<file path="config.mk">
export PLATFORM = sky130hd
export DESIGN_NAME = multi_slot_software_timer_table_core_flat
export DESIGN_NICKNAME = d
export VERILOG_FILES = /design/src/hdl/stt_pkg.sv /design/src/hdl/stt_if.sv /design/src/hdl/stt_ctrl.sv /design/src/hdl/stt_dp.sv /design/src/hdl/multi_slot_software_timer_table_core.sv /design/src/flat_wrapper.sv
export SDC_FILE = /design/constraint.sdc
export NUM_CORES = 1
export LEC_CHECK = 0
export BUFFER_PORTS_ARGS = -buffer_cell sky130_fd_sc_hd__buf_2
export CAP_MARGIN = 20
export CORE_AREA = 2 2 179 312
export DETAILED_ROUTE_END_ITERATION = 10
export DIE_AREA = 0 0 181 314
export PLACE_DENSITY = 0.51
export SLEW_MARGIN = 20
export SYNTH_ARGS = -nofsm -noshare
export SYNTH_HDL_FRONTEND = slang
export SYNTH_SLANG_ARGS = --single-unit
</file>
<file path="constraint.sdc">
create_clock -name clk -period 12 [get_ports clk]
set_clock_uncertainty 0.2 [all_clocks]
set_input_delay 3 -clock clk [delete_from_list [all_inputs] [get_ports clk]]
set_output_delay 3 -clock clk [all_outputs]
set_load 0.01 [all_outputs]
</file>
<file path="src/hdl/stt_pkg.sv">
// Shared types and constants of the timer slot table.
`timescale 1ns / 1ps
`default_nettype none

package stt_pkg;

  localparam int COUNT_W       = 15;
  localparam int KIND_W        = 2;
  localparam int SLOT_W        = 4;
  localparam int RESULT_LIMIT  = 16;
  localparam int RES_CNT_W     = 5;
  localparam int MAX_SLOTS_DEF = 16;

  localparam logic [KIND_W-1:0] KIND_ACCEPT  = 2'd0;
  localparam logic [KIND_W-1:0] KIND_FULL    = 2'd1;
  localparam logic [KIND_W-1:0] KIND_EXPIRED = 2'd2;

  localparam logic MODE_TICK = 1'b0;
  localparam logic MODE_ADD  = 1'b1;

  typedef enum logic [1:0] {
    ST_IDLE,
    ST_WALK,
    ST_FLUSH
  } state_t;

  // Commands from the controller to the datapath.
  typedef struct packed {
    logic add;
    logic tick_start;
    logic step;
    logic flush;
  } stt_cmd_t;

  // Status from the datapath to the controller.
  typedef struct packed {
    logic empty;
    logic at_end;
    logic hit_emit;
    logic pend_v;
    logic out_busy;
  } stt_sts_t;

endpackage

`default_nettype wire

</file>
<file path="src/hdl/stt_if.sv">
// Valid/ready channel interfaces for the input and result words.
`timescale 1ns / 1ps
`default_nettype none

interface stt_in_if;
  logic                         valid;
  logic                         ready;
  logic                         mode;
  logic [stt_pkg::COUNT_W-1:0]  start_ticks;
  logic [stt_pkg::COUNT_W-1:0]  reload_ticks;

  modport source (output valid, output mode, output start_ticks, output reload_ticks,
                  input ready);
  modport sink (input valid, input mode, input start_ticks, input reload_ticks,
                output ready);
endinterface

interface stt_out_if;
  logic                        valid;
  logic                        ready;
  logic [stt_pkg::KIND_W-1:0]  kind;
  logic [stt_pkg::SLOT_W-1:0]  slot;
  logic                        last;

  modport source (output valid, output kind, output slot, output last, input ready);
  modport sink (input valid, input kind, input slot, input last, output ready);
endinterface

`default_nettype wire

</file>
<file path="src/hdl/stt_ctrl.sv">
// Controller state machine: accepts words and sequences the slot walk.
`timescale 1ns / 1ps
`default_nettype none

module stt_ctrl (
  input  wire logic              clk,
  input  wire logic              rst_n,
  input  wire logic              in_valid,
  input  wire logic              in_mode,
  output logic                   in_ready,
  input  wire stt_pkg::stt_sts_t sts,
  output stt_pkg::stt_cmd_t      cmd,
  output stt_pkg::state_t        state
);

  stt_pkg::state_t state_r, state_nxt;
  logic            accept;
  logic            stall;

  assign in_ready = (state_r == stt_pkg::ST_IDLE) && !sts.out_busy;
  assign accept   = in_valid && in_ready;
  // A second expiry can only be taken once the held one has moved out.
  assign stall    = sts.hit_emit && sts.pend_v && sts.out_busy;
  assign state    = state_r;

  always_comb begin
    state_nxt = state_r;
    unique case (state_r)
      stt_pkg::ST_IDLE: begin
        if (accept && (in_mode == stt_pkg::MODE_TICK) && !sts.empty) begin
          state_nxt = stt_pkg::ST_WALK;
        end
      end
      stt_pkg::ST_WALK: begin
        if (!stall && sts.at_end) begin
          state_nxt = stt_pkg::ST_FLUSH;
        end
      end
      stt_pkg::ST_FLUSH: begin
        if (!sts.pend_v || !sts.out_busy) begin
          state_nxt = stt_pkg::ST_IDLE;
        end
      end
      default: state_nxt = stt_pkg::ST_IDLE;
    endcase
  end

  always_comb begin
    cmd = '0;
    unique case (state_r)
      stt_pkg::ST_IDLE: begin
        cmd.add        = accept && (in_mode == stt_pkg::MODE_ADD);
        cmd.tick_start = accept && (in_mode == stt_pkg::MODE_TICK);
      end
      stt_pkg::ST_WALK: begin
        cmd.step = !stall;
      end
      stt_pkg::ST_FLUSH: begin
        cmd.flush = sts.pend_v && !sts.out_busy;
      end
      default: cmd = '0;
    endcase
  end

  always_ff @(posedge clk) begin
    if (!rst_n) begin
      state_r <= stt_pkg::ST_IDLE;
    end else begin
      state_r <= state_nxt;
    end
  end

endmodule

`default_nettype wire

</file>
<file path="src/hdl/stt_dp.sv">
// Datapath: slot memory, occupancy count, walk index, held expiry and output register.
`timescale 1ns / 1ps
`default_nettype none

module stt_dp #(
  parameter int MAX_SLOTS = stt_pkg::MAX_SLOTS_DEF
) (
  input  wire logic                        clk,
  input  wire logic                        rst_n,
  input  wire stt_pkg::stt_cmd_t           cmd,
  output stt_pkg::stt_sts_t                sts,
  input  wire logic [stt_pkg::COUNT_W-1:0] start_ticks,
  input  wire logic [stt_pkg::COUNT_W-1:0] reload_ticks,
  output logic                             out_valid,
  input  wire logic                        out_ready,
  output logic [stt_pkg::KIND_W-1:0]       out_kind,
  output logic [stt_pkg::SLOT_W-1:0]       out_slot,
  output logic                             out_last,
  output logic [$clog2(MAX_SLOTS+1)-1:0]   slots_used
);

  localparam int IW = (MAX_SLOTS > 1) ? $clog2(MAX_SLOTS) : 1;
  localparam int CW = $clog2(MAX_SLOTS + 1);
  localparam int DW = 2 * stt_pkg::COUNT_W;

  // Each word holds {reload count, remaining count}.
  logic [DW-1:0] mem [MAX_SLOTS];
  logic [DW-1:0] rd_data_r;

  logic [IW-1:0] rd_addr, wr_addr;
  logic [DW-1:0] wr_data;
  logic          wr_en;

  logic [CW-1:0]                 slots_used_r, slots_used_nxt;
  logic [IW-1:0]                 idx_r, idx_nxt;
  logic [stt_pkg::RES_CNT_W-1:0] res_cnt_r, res_cnt_nxt;
  logic                          pend_v_r, pend_v_nxt;
  logic [IW-1:0]                 pend_slot_r, pend_slot_nxt;
  logic                          out_valid_r, out_valid_nxt;
  logic [stt_pkg::KIND_W-1:0]    out_kind_r, out_kind_nxt;
  logic [stt_pkg::SLOT_W-1:0]    out_slot_r, out_slot_nxt;
  logic                          out_last_r, out_last_nxt;

  logic [stt_pkg::COUNT_W-1:0] rem_cur, rel_cur;
  logic                        full, hit, hit_emit, out_busy;

  assign rem_cur  = rd_data_r[stt_pkg::COUNT_W-1:0];
  assign rel_cur  = rd_data_r[DW-1:stt_pkg::COUNT_W];
  assign full     = (slots_used_r == CW'(MAX_SLOTS));
  assign hit      = (rem_cur == stt_pkg::COUNT_W'(1));
  assign hit_emit = hit && (res_cnt_r != stt_pkg::RES_CNT_W'(stt_pkg::RESULT_LIMIT));
  assign out_busy = out_valid_r && !out_ready;

  assign sts.empty    = (slots_used_r == '0);
  assign sts.at_end   = ((CW+1)'(idx_r) + (CW+1)'(1)) == (CW+1)'(slots_used_r);
  assign sts.hit_emit = hit_emit;
  assign sts.pend_v   = pend_v_r;
  assign sts.out_busy = out_busy;

  // The read runs one slot ahead of the slot being updated, so the walk
  // takes one slot per cycle unless the output is blocked.
  always_comb begin
    if (cmd.tick_start) begin
      rd_addr = '0;
    end else if (cmd.step) begin
      rd_addr = idx_r + IW'(1);
    end else begin
      rd_addr = idx_r;
    end
  end

  always_comb begin
    wr_en   = 1'b0;
    wr_addr = idx_r;
    wr_data = {rel_cur, rem_cur - stt_pkg::COUNT_W'(1)};
    if (cmd.add) begin
      wr_en   = !full;
      wr_addr = slots_used_r[IW-1:0];
      wr_data = {reload_ticks, start_ticks};
    end else if (cmd.step) begin
      wr_en = (rem_cur != '0);
      if (hit) begin
        wr_data = {rel_cur, rel_cur};
      end
    end
  end

  always_ff @(posedge clk) begin
    if (wr_en) begin
      mem[wr_addr] <= wr_data;
    end
    rd_data_r <= mem[rd_addr];
  end

  always_comb begin
    slots_used_nxt = slots_used_r;
    idx_nxt        = idx_r;
    res_cnt_nxt    = res_cnt_r;
    pend_v_nxt     = pend_v_r;
    pend_slot_nxt  = pend_slot_r;
    out_valid_nxt  = out_valid_r && !out_ready;
    out_kind_nxt   = out_kind_r;
    out_slot_nxt   = out_slot_r;
    out_last_nxt   = out_last_r;

    if (cmd.add) begin
      out_valid_nxt = 1'b1;
      out_last_nxt  = 1'b1;
      if (full) begin
        out_kind_nxt = stt_pkg::KIND_FULL;
        out_slot_nxt = '0;
      end else begin
        out_kind_nxt   = stt_pkg::KIND_ACCEPT;
        out_slot_nxt   = stt_pkg::SLOT_W'(slots_used_r);
        slots_used_nxt = slots_used_r + CW'(1);
      end
    end

    if (cmd.tick_start) begin
      idx_nxt     = '0;
      res_cnt_nxt = '0;
      pend_v_nxt  = 1'b0;
    end

    if (cmd.step) begin
      idx_nxt = idx_r + IW'(1);
      if (hit_emit) begin
        // The held expiry is not the final one: send it with last low.
        if (pend_v_r) begin
          out_valid_nxt = 1'b1;
          out_kind_nxt  = stt_pkg::KIND_EXPIRED;
          out_slot_nxt  = stt_pkg::SLOT_W'(pend_slot_r);
          out_last_nxt  = 1'b0;
        end
        pend_v_nxt    = 1'b1;
        pend_slot_nxt = idx_r;
        res_cnt_nxt   = res_cnt_r + stt_pkg::RES_CNT_W'(1);
      end
    end

    if (cmd.flush) begin
      out_valid_nxt = 1'b1;
      out_kind_nxt  = stt_pkg::KIND_EXPIRED;
      out_slot_nxt  = stt_pkg::SLOT_W'(pend_slot_r);
      out_last_nxt  = 1'b1;
      pend_v_nxt    = 1'b0;
    end
  end

  always_ff @(posedge clk) begin
    if (!rst_n) begin
      slots_used_r <= '0;
      pend_v_r     <= 1'b0;
      out_valid_r  <= 1'b0;
    end else begin
      slots_used_r <= slots_used_nxt;
      pend_v_r     <= pend_v_nxt;
      out_valid_r  <= out_valid_nxt;
    end
  end

  always_ff @(posedge clk) begin
    idx_r       <= idx_nxt;
    res_cnt_r   <= res_cnt_nxt;
    pend_slot_r <= pend_slot_nxt;
    out_kind_r  <= out_kind_nxt;
    out_slot_r  <= out_slot_nxt;
    out_last_r  <= out_last_nxt;
  end

  assign out_valid  = out_valid_r;
  assign out_kind   = out_kind_r;
  assign out_slot   = out_slot_r;
  assign out_last   = out_last_r;
  assign slots_used = slots_used_r;

endmodule

`default_nettype wire

</file>
<file path="src/hdl/multi_slot_software_timer_table_core.sv">
// Top level of the timer slot table: controller, datapath and channel hookup.
`timescale 1ns / 1ps
`default_nettype none

// Timer slot table. An add word (mode 1) claims the next free slot, loads its
// start and reload counts and answers with one word: the slot number, or a
// table-full rejection once MAX_SLOTS slots are taken.
// A tick word (mode 0) walks the occupied slots from slot 0 up, one slot per
// cycle unless a held expiry waits on a stalled output, through the slot
// memory, which reads the next slot while the current one is written back.
// It decrements nonzero counts and reloads those that reach zero; each
// expiry, up to RESULT_LIMIT per tick, yields one word, the final one of the
// tick marked last. Slots are never freed, and a slot whose count is zero
// stays idle. A new word is taken once the previous one is fully worked off
// and its last result has left the output register, or leaves it in the same
// cycle.
module multi_slot_software_timer_table_core #(
  parameter int MAX_SLOTS = stt_pkg::MAX_SLOTS_DEF
) (
  input  wire logic  clk,
  input  wire logic  rst_n,
  stt_in_if.sink     in_ch,
  stt_out_if.source  out_ch
);

  localparam int CW = $clog2(MAX_SLOTS + 1);

  stt_pkg::stt_cmd_t cmd;
  stt_pkg::stt_sts_t sts;
  stt_pkg::state_t   state;
  logic [CW-1:0]     slots_used;

  stt_ctrl u_ctrl (
    .clk      (clk),
    .rst_n    (rst_n),
    .in_valid (in_ch.valid),
    .in_mode  (in_ch.mode),
    .in_ready (in_ch.ready),
    .sts      (sts),
    .cmd      (cmd),
    .state    (state)
  );

  stt_dp #(
    .MAX_SLOTS (MAX_SLOTS)
  ) u_dp (
    .clk          (clk),
    .rst_n        (rst_n),
    .cmd          (cmd),
    .sts          (sts),
    .start_ticks  (in_ch.start_ticks),
    .reload_ticks (in_ch.reload_ticks),
    .out_valid    (out_ch.valid),
    .out_ready    (out_ch.ready),
    .out_kind     (out_ch.kind),
    .out_slot     (out_ch.slot),
    .out_last     (out_ch.last),
    .slots_used   (slots_used)
  );

  // An add result is always the only word of its item.
  a_add_last: assert property (@(posedge clk) disable iff (!rst_n)
    out_ch.valid && (out_ch.kind != stt_pkg::KIND_EXPIRED) |-> out_ch.last)
    else $error("add result without last");

  // An expiry held back for the last flag only exists during a tick.
  a_pend_walk: assert property (@(posedge clk) disable iff (!rst_n)
    sts.pend_v |-> (state != stt_pkg::ST_IDLE))
    else $error("held expiry outside a tick");

  // The occupancy count never passes the table size.
  a_used_bound: assert property (@(posedge clk) disable iff (!rst_n)
    slots_used <= CW'(MAX_SLOTS))
    else $error("slot count beyond table size");

  // A finished tick leaves nothing held back.
  a_flush_done: assert property (@(posedge clk) disable iff (!rst_n)
    (state == stt_pkg::ST_FLUSH) && !sts.out_busy |=> !sts.pend_v)
    else $error("held expiry not sent at end of tick");

endmodule

`default_nettype wire
</file>
<file path="src/flat_wrapper.sv">
// flat-port wrapper written by rule: the top's interface ports become plain ports
module multi_slot_software_timer_table_core_flat 
#(
  parameter int MAX_SLOTS = stt_pkg::MAX_SLOTS_DEF
)
  (clk, rst_n, in_ch_valid, in_ch_mode, in_ch_start_ticks, in_ch_reload_ticks, in_ch_ready, out_ch_valid, out_ch_kind, out_ch_slot, out_ch_last, out_ch_ready);
  stt_in_if in_ch_i ();
  stt_out_if out_ch_i ();
  input  wire logic clk;
  input  wire logic rst_n;
  input wire logic [$bits(in_ch_i.valid)-1:0] in_ch_valid;
  input wire logic [$bits(in_ch_i.mode)-1:0] in_ch_mode;
  input wire logic [$bits(in_ch_i.start_ticks)-1:0] in_ch_start_ticks;
  input wire logic [$bits(in_ch_i.reload_ticks)-1:0] in_ch_reload_ticks;
  output wire logic [$bits(in_ch_i.ready)-1:0] in_ch_ready;
  output wire logic [$bits(out_ch_i.valid)-1:0] out_ch_valid;
  output wire logic [$bits(out_ch_i.kind)-1:0] out_ch_kind;
  output wire logic [$bits(out_ch_i.slot)-1:0] out_ch_slot;
  output wire logic [$bits(out_ch_i.last)-1:0] out_ch_last;
  input wire logic [$bits(out_ch_i.ready)-1:0] out_ch_ready;
  assign in_ch_i.valid = in_ch_valid;
  assign in_ch_i.mode = in_ch_mode;
  assign in_ch_i.start_ticks = in_ch_start_ticks;
  assign in_ch_i.reload_ticks = in_ch_reload_ticks;
  assign in_ch_ready = in_ch_i.ready;
  assign out_ch_valid = out_ch_i.valid;
  assign out_ch_kind = out_ch_i.kind;
  assign out_ch_slot = out_ch_i.slot;
  assign out_ch_last = out_ch_i.last;
  assign out_ch_i.ready = out_ch_ready;
  multi_slot_software_timer_table_core #(.MAX_SLOTS(MAX_SLOTS)) u_core (.clk(clk), .rst_n(rst_n), .in_ch(in_ch_i), .out_ch(out_ch_i));
endmodule
</file>
==> metrics.md <==
| Metric | Value |
|---|---|
| Status | `complete, no violations` |
| Pin count of the biggest net entering global routing | `between 100 and 150` |
| Number of port buffers | `43` |
| Top cells by area, synth | `edfxtp_1 (68%), nand2_1 (4.8%), dfxtp_1 (4.8%)` |
| Syn Inst Count | `~1600` |
| CP arrival | `roughly 3.7 ns` |
| CP Launch Point | `out_ch_ready` |
| DRC | `0` |
| Num ports | `44` |
| RSZ-0062 raised after global routing | `false` |
| Core Util, Final | `0.445` |
| Worst flop-to-flop path endpoint | `u_core.u_dp.rd_data_r[4]$_DFF_P_` |
| GRT Residual Overflow | `0` |
| P&R area growth vs syn | `12.5%` |
| Placed wire-length estimate | `~35 mm` |
| # rows | `about 110` |
| Worst setup path end | `in_ch_ready` |
| Post-synth ARST share | `0` |
| CP Capture Type | `output port` |
| Yosys top cell by area | `edfxtp_1` |
| Leakage | `between 7 and 8 nW` |
| Area share of the largest cell type after synthesis | `0.683` |
| Final Net Count | `1625` |
| CTS Buf Count | `between 40 and 50` |
| Vias | `about 13000` |
| Avg Inst Size Synth | `about 14 µm²` |
| TritonCTS clock tree | `yes` |
| Reg2reg start | `u_core.u_dp.rd_data_r[7]$_DFF_P_` |
| Tmin final | `just under 7 ns` |
| Fin area | `24100 µm²` |
| Clock transition at path regs | `~0.070 ns` |
| Internal reg-to-reg setup slack | `between 7 and 8 ns` |
| Maximum vdd drop | `a little over 0.00009 V` |
| Final-layout fill cell count | `between 4000 and 5000` |
| Pre-Repair DR Iteration Count | `5` |
| Mapped Nets | `1594` |
| Vias in the first global route | `between 10000 and 15000` |
| Unique masters post-synth | `62` |
| Top post-synthesis cells by count | `edfxtp_1 (488), nand2_1 (275), nor2_1 (101)` |
| CTS max path bufs | `3` |
| CTS root buf | `clkbuf_16` |
| H-tree lvl count | `2` |
| First-pass GRT wire length | `roughly 90 mm` |
| Cell with the most instances after synthesis | `edfxtp_1` |
| Clock latency on the worst-skew pair | `roughly 0.6 ns` |
| Die Y | `between 300 and 400 µm` |
| Pre-CTS setup slack | `about 5.0 ns` |
| WL final | `between 50 and 60 mm` |
| Cells on worst reg2reg path | `8` |
| Share of layout cells above drive strength 1 | `0.121` |
| Final period utilization | `0.576` |
| CP Max Fanout | `4` |
| Hold Buf Count CTS | `0` |
| Placed cell area | `22700 µm²` |
| Ys flop type | `edfxtp_1` |
| Clock sinks | `approximately 540` |
| DR vias/cell | `around 5.8` |
| Fmax | `between 100 and 150 MHz` |
| Final WS setup | `between 5 and 6 ns` |
| WP data required | `8.80 ns` |
| Post-CTS sizing | `0` |
| Seq/Total Area, Yosys | `0.731` |
| Max-slew violations | `0` |
| Post-synth EDFFs | `just under 500` |
| Drt initial violations | `about 1200` |
| Wire per inst | `between 20 and 30 µm` |
| Initial Util | `0.395` |
| Synthesized cell area | `21500 µm²` |
| Least-Margin Pin Slew | `around 1.1 ns` |
| Synth warn | `0` |
| Slew HR | `0.251` |
| Post-DRT Antenna Nets | `0` |
| Worst min path class | `flip-flop to flip-flop` |
| Max Cap Viol | `0` |
| Final Wtd Congestion | `~0.78` |
| Startpoint types | `input pin` |
| Die W | `181 µm` |
| Setup Fix Bufs, Post-CTS | `0` |
| Yosys reg bits | `539` |
| PD cells | `172 nW/µm²` |
| Antenna cells | `0` |
| Hold slack | `~0.25 ns` |
| Core area | `54300 µm²` |
| Initial antenna violation count | `0` |
| Final hold vios | `0` |
| Total die area | `56800 µm²` |
| Kind of critical path | `input pin to output port` |
| Setup TNS | `0 ns` |
| Overall Global Routing Usage | `0.209` |
| Final setup violation count | `0` |
[worst min path at each step]
stage                     depth (start not counted)                              end                                 start
final                                             2  u_core.u_dp.out_slot[2]$_DFF_P_  u_core.u_dp.pend_slot_r[2]$_DFFE_PP_
after global routing                              2  u_core.u_dp.out_slot[2]$_DFF_P_  u_core.u_dp.pend_slot_r[2]$_DFFE_PP_
after CTS                                         2  u_core.u_dp.out_slot[0]$_DFF_P_  u_core.u_dp.pend_slot_r[0]$_DFFE_PP_
after detailed placement                          2  u_core.u_dp.out_slot[0]$_DFF_P_  u_core.u_dp.pend_slot_r[0]$_DFFE_PP_
after global placement                            2  u_core.u_dp.out_slot[3]$_DFF_P_  u_core.u_dp.pend_slot_r[3]$_DFFE_PP_
after floorplan                                   2  u_core.u_dp.out_slot[1]$_DFF_P_  u_core.u_dp.pend_slot_r[1]$_DFFE_PP_
[critical path, stage by stage]
cell     delay, ns
buf_2         0.11
nor2b_1       0.29
nor3_1        0.14
buf_2         0.17
[registers in the layout (all words and copies together), names as in the netlist]
register	flops
u_core.u_dp.pend_v_r	1
u_core.u_dp.out_slot	4
u_core.u_dp.out_last	1
u_core.u_dp.out_kind	2
u_core.u_dp.mem	480
u_core.u_dp.pend_slot_r	4
u_core.u_ctrl.state	2
u_core.u_dp.slots_used	5
u_core.u_dp.idx_r	4
u_core.u_dp.res_cnt_r	5
u_core.u_dp.out_valid	1
u_core.u_dp.rd_data_r	30
[cell usage in the layout (no fill, tap or decap), types with 4 or more instances in the layout]
master / Yosys / layout
nor2_4: 0 / 17
o22ai_1: 24 / 24
xnor2_1: 11 / 11
xor2_1: 11 / 11
mux2i_1: 28 / 27
ha_1: 8 / 8
o221ai_1: 22 / 22
clkbuf_16: 0 / 48
a31oi_1: 26 / 26
nor2_1: 101 / 84
or4_1: 29 / 29
clkbuf_1: 70 / 6
a211oi_1: 33 / 33
nor2b_1: 5 / 5
o21ai_0: 40 / 34
o32ai_1: 42 / 42
inv_1: 8 / 8
edfxtp_1: 488 / 488
nand4_1: 7 / 7
and2_1: 8 / 8
a311oi_1: 55 / 54
nand3_1: 8 / 7
nor3_1: 36 / 36
a21oi_1: 52 / 52
dfxtp_1: 51 / 51
o21ai_1: 0 / 4
clkinv_2: 0 / 10
buf_4: 2 / 42
o32a_1: 21 / 21
nand2_1: 275 / 275
buf_2: 25 / 43
clkinv_1: 0 / 14
[layer usage]
metal	GRT usage	vias to the layer above	share of wire
li1	-	6083	-
met1	0.244	6797	0.39
met2	0.397	381	0.54
met3	0.0229	90	0.044
met4	0.0706	0	0.031
met5	0	-	0
[cell type report]
type	instances	area (µm²)	share of cell area
Sequential cell	539	15700	0.649
Timing Repair Buffer	89	618	0.0256
Multi-Input combinational cell	897	5540	0.230
Tap cell	690	863	0.0358
Clock buffer	54	1220	0.0507
Clock inverter	31	189	0.00783
Inverter	8	30.0	0.00124
[cell families after synthesis]
group,synth area share
flops,0.731
simple gates,0.104
compound gates,0.116
buf+inv,0.0219
mux,0.0136
xor+xnor,0.00898
fa+ha+maj,0.00467
[power breakdown]
part	total (mW)	switching (mW)	internal [mW]
logic	0.486	0.353	0.133
clock network	1.43	0.677	0.754
registers	2.24	0.0470	2.20
[stage by stage]
step | power, mW | std cells
floorplan | 2.56 | 1551
global placement | 2.76 | 2218
detailed placement | 2.77 | 2220
CTS | 4.20 | 2305
global route | 4.30 | 2308
finish | 4.16 | 2308
No activity file was read; power rests on OpenSTA's default activity.
